File: src/hw/rtl/tdc_pkg.sv
// Shared types, widths and a saturation helper function for the transform decomposition block.
package tdc_pkg;

    localparam int DATA_WIDTH  = 32;
    localparam int FRAC_BITS   = 16;
    localparam int THR_WIDTH   = 16;
    localparam int SCALE_WIDTH = DATA_WIDTH - 1;
    localparam int ROOT_BITS   = DATA_WIDTH + 1;
    localparam int QUOT_BITS   = 18;
    localparam int QUOT_WIDTH  = QUOT_BITS + 1;
    localparam int UP_WIDTH    = 2 * QUOT_WIDTH + 1 - FRAC_BITS;
    localparam int RIGHT_WIDTH = 2 * UP_WIDTH + 1 - FRAC_BITS;
    localparam int DOT_SHIFT   = (DATA_WIDTH > 32) ? DATA_WIDTH - 32 : 0;
    localparam int ROW_WIDTH   = 2;

    localparam logic [ROW_WIDTH-1:0] ROW_X = 2'd0;
    localparam logic [ROW_WIDTH-1:0] ROW_Y = 2'd1;
    localparam logic [ROW_WIDTH-1:0] ROW_Z = 2'd2;

    localparam logic signed [63:0] SAT_HI = (64'sd1 <<< (DATA_WIDTH - 1)) - 64'sd1;
    localparam logic signed [63:0] SAT_LO = -SAT_HI - 64'sd1;

    typedef logic signed [DATA_WIDTH-1:0] t_data;

    typedef struct packed {
        t_data a00;
        t_data a01;
        t_data a02;
        t_data a10;
        t_data a11;
        t_data a12;
        t_data a20;
        t_data a21;
        t_data a22;
        t_data tx;
        t_data ty;
        t_data tz;
    } t_req;

    typedef struct packed {
        logic [ROW_WIDTH-1:0] row;
        t_data                rot_x;
        t_data                rot_y;
        t_data                rot_z;
        t_data                scale_out;
        t_data                trans_out;
        logic                 ok;
        logic                 last;
    } t_result;

    // Clamp a wide signed value into the data width.
    function automatic t_data sat_data(input logic signed [63:0] v);
        t_data res;
        if (v > SAT_HI) begin
            res = SAT_HI[DATA_WIDTH-1:0];
        end else if (v < SAT_LO) begin
            res = SAT_LO[DATA_WIDTH-1:0];
        end else begin
            res = v[DATA_WIDTH-1:0];
        end
        return res;
    endfunction

    localparam t_data ROT_ONE = sat_data(64'sd1 <<< FRAC_BITS);

endpackage

File: src/hw/rtl/tdc_div.sv
// Pipelined restoring divider for the row normalization, one quotient bit per stage.
module tdc_div (
    input  logic                             i_clk,
    input  tdc_pkg::t_data                   i_num,
    input  logic [tdc_pkg::SCALE_WIDTH-1:0]  i_den,
    output logic [tdc_pkg::QUOT_WIDTH-1:0]   o_quot
);
    import tdc_pkg::*;

    localparam int DIVD_W = DATA_WIDTH + FRAC_BITS;
    localparam int REM_W  = SCALE_WIDTH;

    logic [DATA_WIDTH-1:0]  mag;
    logic [DIVD_W-1:0]      divd;
    logic [REM_W-1:0]       r_rem [QUOT_BITS+1];
    logic [QUOT_BITS-1:0]   r_low [QUOT_BITS+1];
    logic [QUOT_BITS-1:0]   r_q   [QUOT_BITS+1];
    logic [REM_W-1:0]       r_den [QUOT_BITS+1];
    logic                   r_neg [QUOT_BITS+1];
    logic [REM_W-1:0]       n_rem [QUOT_BITS];
    logic [QUOT_BITS-1:0]   n_q   [QUOT_BITS];

    assign mag  = i_num[DATA_WIDTH-1] ? DATA_WIDTH'(-i_num) : DATA_WIDTH'(i_num);
    assign divd = {mag, {FRAC_BITS{1'b0}}};

    // The quotient stays below 2^QUOT_BITS, so the top part starts below the divisor.
    for (genvar g = 0; g < QUOT_BITS; g++) begin : g_stage
        logic [REM_W:0] cur;
        assign cur      = {r_rem[g], r_low[g][QUOT_BITS-1]};
        assign n_rem[g] = (cur >= {1'b0, r_den[g]}) ? REM_W'(cur - {1'b0, r_den[g]})
                                                    : cur[REM_W-1:0];
        assign n_q[g]   = {r_q[g][QUOT_BITS-2:0], (cur >= {1'b0, r_den[g]})};
    end

    always_ff @(posedge i_clk) begin
        r_rem[0] <= REM_W'(divd[DIVD_W-1:QUOT_BITS]);
        r_low[0] <= divd[QUOT_BITS-1:0];
        r_q[0]   <= '0;
        r_den[0] <= i_den;
        r_neg[0] <= i_num[DATA_WIDTH-1];
        for (int i = 0; i < QUOT_BITS; i++) begin
            r_rem[i+1] <= n_rem[i];
            r_low[i+1] <= r_low[i] << 1;
            r_q[i+1]   <= n_q[i];
            r_den[i+1] <= r_den[i];
            r_neg[i+1] <= r_neg[i];
        end
    end

    assign o_quot = r_neg[QUOT_BITS] ? -{1'b0, r_q[QUOT_BITS]} : {1'b0, r_q[QUOT_BITS]};

endmodule

File: config.mk
export PLATFORM = sky130hd
export DESIGN_NAME = tdc_div
export DESIGN_NICKNAME = d
export VERILOG_FILES = /design/src/hw/rtl/tdc_pkg.sv /design/src/hw/rtl/tdc_div.sv
export SDC_FILE = /design/constraint.sdc
export NUM_CORES = 2
export LEC_CHECK = 0
export BUFFER_PORTS_ARGS = -buffer_cell sky130_fd_sc_hd__buf_2
export CAP_MARGIN = 20
export CELL_PAD_IN_SITES_DETAIL_PLACEMENT = 1
export CELL_PAD_IN_SITES_GLOBAL_PLACEMENT = 1
export CORE_ASPECT_RATIO = 1.2
export CORE_MARGIN = 4
export CORE_UTILIZATION = 50
export DETAILED_ROUTE_END_ITERATION = 8
export PLACE_DENSITY = 0.77
export REMOVE_ABC_BUFFERS = 1
export SLEW_MARGIN = 20
export SYNTH_ARGS = -nofsm -noshare
export SYNTH_HDL_FRONTEND = slang
export SYNTH_SLANG_ARGS = --single-unit
File: constraint.sdc
create_clock -name i_clk -period 5.2 [get_ports i_clk]
set_clock_uncertainty 0.2 [all_clocks]
set_input_delay 1.56 -clock i_clk [delete_from_list [all_inputs] [get_ports i_clk]]
set_output_delay 1.56 -clock i_clk [all_outputs]
set_load 0.05 [all_outputs]
Word-level counts from Yosys, hierarchy flattened
Memories as Yosys holds them, arrays and structs flattened.
Index checks and enable logic that the tools add are counted.
{"block": "word_totals", "ram_bits": 1862, "memories": 5, "output_inout_bits": 19, "ff_bits": 0}
{"block": "op_classes", "addsub": 20, "magnitude_cmp": 18, "n_mux": 20}
{"memory": "r_den", "words": 19, "width": 31, "read_ports": 18, "rd_ports_with_merged_regs": 0, "write_ports": 19, "line": "tdc_div.sv:18", "rtl": "logic [REM_W-1:0] r_den [QUOT_BITS+1];"}
{"memory": "r_rem", "words": 19, "width": 31, "read_ports": 18, "rd_ports_with_merged_regs": 0, "write_ports": 19, "line": "tdc_div.sv:15", "rtl": "logic [REM_W-1:0] r_rem [QUOT_BITS+1];"}
{"memory": "r_q", "words": 19, "width": 18, "read_ports": 19, "rd_ports_with_merged_regs": 0, "write_ports": 19, "line": "tdc_div.sv:17", "rtl": "logic [QUOT_BITS-1:0] r_q [QUOT_BITS+1];"}
{"memory": "r_low", "words": 19, "width": 17, "read_ports": 18, "rd_ports_with_merged_regs": 0, "write_ports": 19, "line": "tdc_div.sv:16", "rtl": "logic [QUOT_BITS-1:0] r_low [QUOT_BITS+1];"}
{"memory": "r_neg", "words": 19, "width": 1, "read_ports": 19, "rd_ports_with_merged_regs": 0, "write_ports": 19, "line": "tdc_div.sv:19", "rtl": "logic r_neg [QUOT_BITS+1];"}
{"cell": "greater-or-equal comparator 32 x 31 -> 1 bit", "count": 18}
{"cell": "two-way mux 31 bit", "count": 18}
{"cell": "subtractor 31 bit", "count": 18}
{"cell": "two-way mux 32 bit", "count": 1}
{"cell": "negator 32 bit", "count": 1}
{"cell": "two-way mux 19 bit", "count": 1}
{"cell": "negator 18 -> 19 bit", "count": 1}

Longest topological paths before layout
An unclocked memory read counts as a cell.
{"block": "logic_depth", "word_depth": 3, "mapped_depth": 16}

Least setup slack after synthesis
No wires, ideal clock.
{"block": "synth_path", "path_kind": "reg-to-output", "from": "memory r_q[18][5]", "to": "output o_quot[14] (netlist name)", "n_path_buf": 0, "t_arrival_ns": 2.474, "slack_ns": 0.966, "path_stages_with_launch": 6, "path_cell_list": "dfxtp_1 or4_1 or3_1 or4_1 o41ai_1 xnor2_1"}
{"element": "from (decl)", "line": "tdc_div.sv:17"}
{"element": "to (decl)", "line": "tdc_div.sv:6", "rtl": "output logic [tdc_pkg::QUOT_WIDTH-1:0] o_quot"}

==> impl_metrics.toml <==
[synthesis]
yosysSeqAreaShare = 0.428
yosys-mux-area-fraction = 0.0423
synth_top_cell_by_area = "dfxtp_1"
synth_cell_types = 93
async_reset_ff_frac = 0
synth-simple-area-share = 0.103
yosysTopAreaCellShare = 0.428
netlist_area_sq_mm = 0.0612
synth_commonest_cells = "dfxtp_1 (1308), inv_1 (694), ha_1 (559)"
synth_compound_area_frac = 0.182
syn_inst = 6570
synth_ff_type = "dfxtp_1"
ys_warn_count = 0
synthTopCellsByArea = "dfxtp_1 (43%), ha_1 (11%), xnor2_1 (4.8%)"
synth_fa_ha_area_frac = 0.120
ys_seq_elements = 1308
post-synth-top-count-cell = "dfxtp_1"
syn_area_per_cell_sq_um = 9.31
synth_top_family_by_area = "compound AO/OA/AOI/OAI gates"
synth_edf_count = 0
yosys.area_share.xor_xnor = 0.0719

[layout]
nFillCells = 13700
layout-drive-gt1-share = 0.0902
syn_to_final_growth_pct = 11.7
final_nets = 7329
design_area_sq_mm = 0.0683

[global_routing]
grt_pass1_wl_um = 265000
antenna_found_initial = 2
track_usage = 0.259
grt_pass1_vias = 51600
grt_max_degree = 60
overflow = 0

[cts]
ctsHtreeMaxLevel = 4
cts.sink_count = 1308
cts_buffer_depth = 3
clockRootBuffer = "clkbuf_16"
cts.clk_slew.worst_paths_ns = 0.07
tritoncts = "built"
cts_buffers = 138
clkLatencyLatePin_ns = 0.80
cts-hold-fix-buffers = 0

[routing]
drt_first_pass_iters = 5
drt_iter0_markers = 1427
drcViolationCount = 0
vias = 46600
vias_per_cell = 5.52
routedWlPerCell_um = 19.7
antenna_left = 0
routed_wirelength_um = 166000

[pwr]
seqPwrFrac = 0.305
peakVddDrop_mv = 0.310
p_leak_nw = 31.7
power.density_mw_per_mm2 = 731
p_int_mw = 29.8
p_sw_mw = 20.1
p_sw_frac = 0.403
clockPowerShare = 0.200
p_comb_frac = 0.495

[placement]
gp_congestion = 0.955
dpl-instance-area_sq_mm = 0.0636
port_buffers = 82
preCtsSetupSlack_ns = 0.432
dp_hpwl_um = 132000

[hold_path]
hold_class = "flip-flop to flip-flop"
hold_path_depth = 0

[sta]
max_slew.worst_pin.slew_ns = 1.12
fin_crit_ns = 5.02
setup_ws_ns = 0.183
final-setup-viol-count = 0
grt_setup_unrepaired = "false"
timing.final.crit_share = 0.965
relSlewSlack = 0.246
hold_viol_final = 0
finalMaxSlewViolations = 0
fmax_mhz = 199

[critical_path]
reg2reg_depth = 16
crit_required_ns = 3.44
cp-start-kind = "flip-flop"
critPathMaxFanout = 4
critPathKind = "flip-flop to output port"
crit_arrival_ns = 3.26
crit_path_end_kind = "output port"

[floorplanning]
fp.dieH_um = 391
dieWidth_um = 327
coreArea_sq_mm = 0.121
dieArea_sq_mm = 0.128
rows = 140
start_util = 0.504
io_pins = 83

[job]
cap_violations = 0

[outcome]
status = "finished, final reports clean"
## state kept, by name, indices dropped and copies added, names as in the netlist
| signal | cells |
|---|---|
| r_den | 558 |
| r_low | 3 |
| r_neg | 19 |
| r_q | 171 |
| r_rem | 557 |
## final timing paths
| check | startpoint | end | slack, ns |
|---|---|---|---|
| min reg2reg | r_q[8][5] | r_q[9][6] | 0.11 |
| min | r_q[8][5] | r_q[9][6] | 0.11 |
| max | r_q[18][5] | o_quot[16] | 0.18 |
| max reg2reg | r_den[0][2] | r_rem[1][3] | 0.60 |
## metrics by stage
step / hold slack [ns] / util / total power [mW] / instances / setup TNS (ns)
3_3_place_gp: 0.110 / 0.524 / 38.9 / 8181 / 0
3_5_place_dp: 0.113 / 0.524 / 39.8 / 8182 / 0
5_1_grt: 0.129 / 0.563 / 53.6 / 8439 / 0
4_1_cts: 0.116 / 0.563 / 50.3 / 8430 / 0
6_report: 0.109 / 0.563 / 49.9 / 8439 / 0
2_1_floorplan: 0.110 / - / 33.0 / 6419 / -69.02
## worst max-delay path: stages, from the launching register on
cell and delay [ns]:
dfxtp_1 0.32, or4_1 0.57, or3_1 0.43, or4_4 0.50, o31ai_1 0.28, xnor2_1 0.16, buf_4 0.22
## layout by cell type (no fill, tap or decap), types with 20 or more instances in the layout
cell type / count
and2_1: 23
ha_1: 559
clkbuf_1: 23
a211oi_1: 51
o31ai_1: 53
buf_2: 80
buf_4: 37
nand3_1: 86
a31oi_1: 55
or3_1: 26
xor2_1: 165
a21oi_1: 552
nand2_1: 472
mux2_1: 26
dfxtp_1: 1308
a21o_1: 277
clkbuf_16: 138
nand4_1: 83
nor3_1: 68
nand2b_1: 63
o21ai_0: 435
clkinv_2: 20
nor2b_1: 75
o21bai_1: 62
o21a_1: 66
mux2_4: 20
xnor2_1: 337
inv_1: 694
clkbuf_8: 31
nor4_1: 24
mux2_2: 173
nor2_1: 319
and3_1: 33
## cells by family after synthesis
logic type | Yosys count
compound gates | 1775
simple gates | 1340
flops | 1308
buf+inv | 845
fa+ha+maj | 576
xor+xnor | 502
mux | 224
## final cells by class
cell class	instances	area, sq um	area share
clock buffers	192	3970	0.0580
inverters	694	2610	0.0381
well taps	1633	2040	0.0299
multi-input cells	4417	31900	0.466
repair buffers	130	928	0.0136
diodes	9	22.5	0.000330
flip-flops and latches	1308	26200	0.383
clock inverters	56	716	0.0105
## power by group through the flow
| stage | clock, mW | sequential (mW) | combinational, mW |
|---|---|---|---|
| 3_5_place_dp | 0 | 15.4 | 24.4 |
| 2_1_floorplan | 0 | 14.5 | 18.5 |
| 4_1_cts | 10.2 | 15.2 | 24.8 |
| 6_report | 9.99 | 15.2 | 24.7 |
| 3_3_place_gp | 0 | 15.3 | 23.6 |
| 5_1_grt | 10.7 | 15.5 | 27.4 |
## per-layer routing
metal  track usage  share of wire
met1         0.211           0.31
met2         0.534           0.56
met3        0.0324          0.024
met4         0.221          0.097
met5             0              0
## what timing repair did
action	CTS	global route
cloned	0	0
resized for setup	3	2
setup buffers	0	0
setup endpoints to repair	2	4
Power figures use the tool's default switching activity.
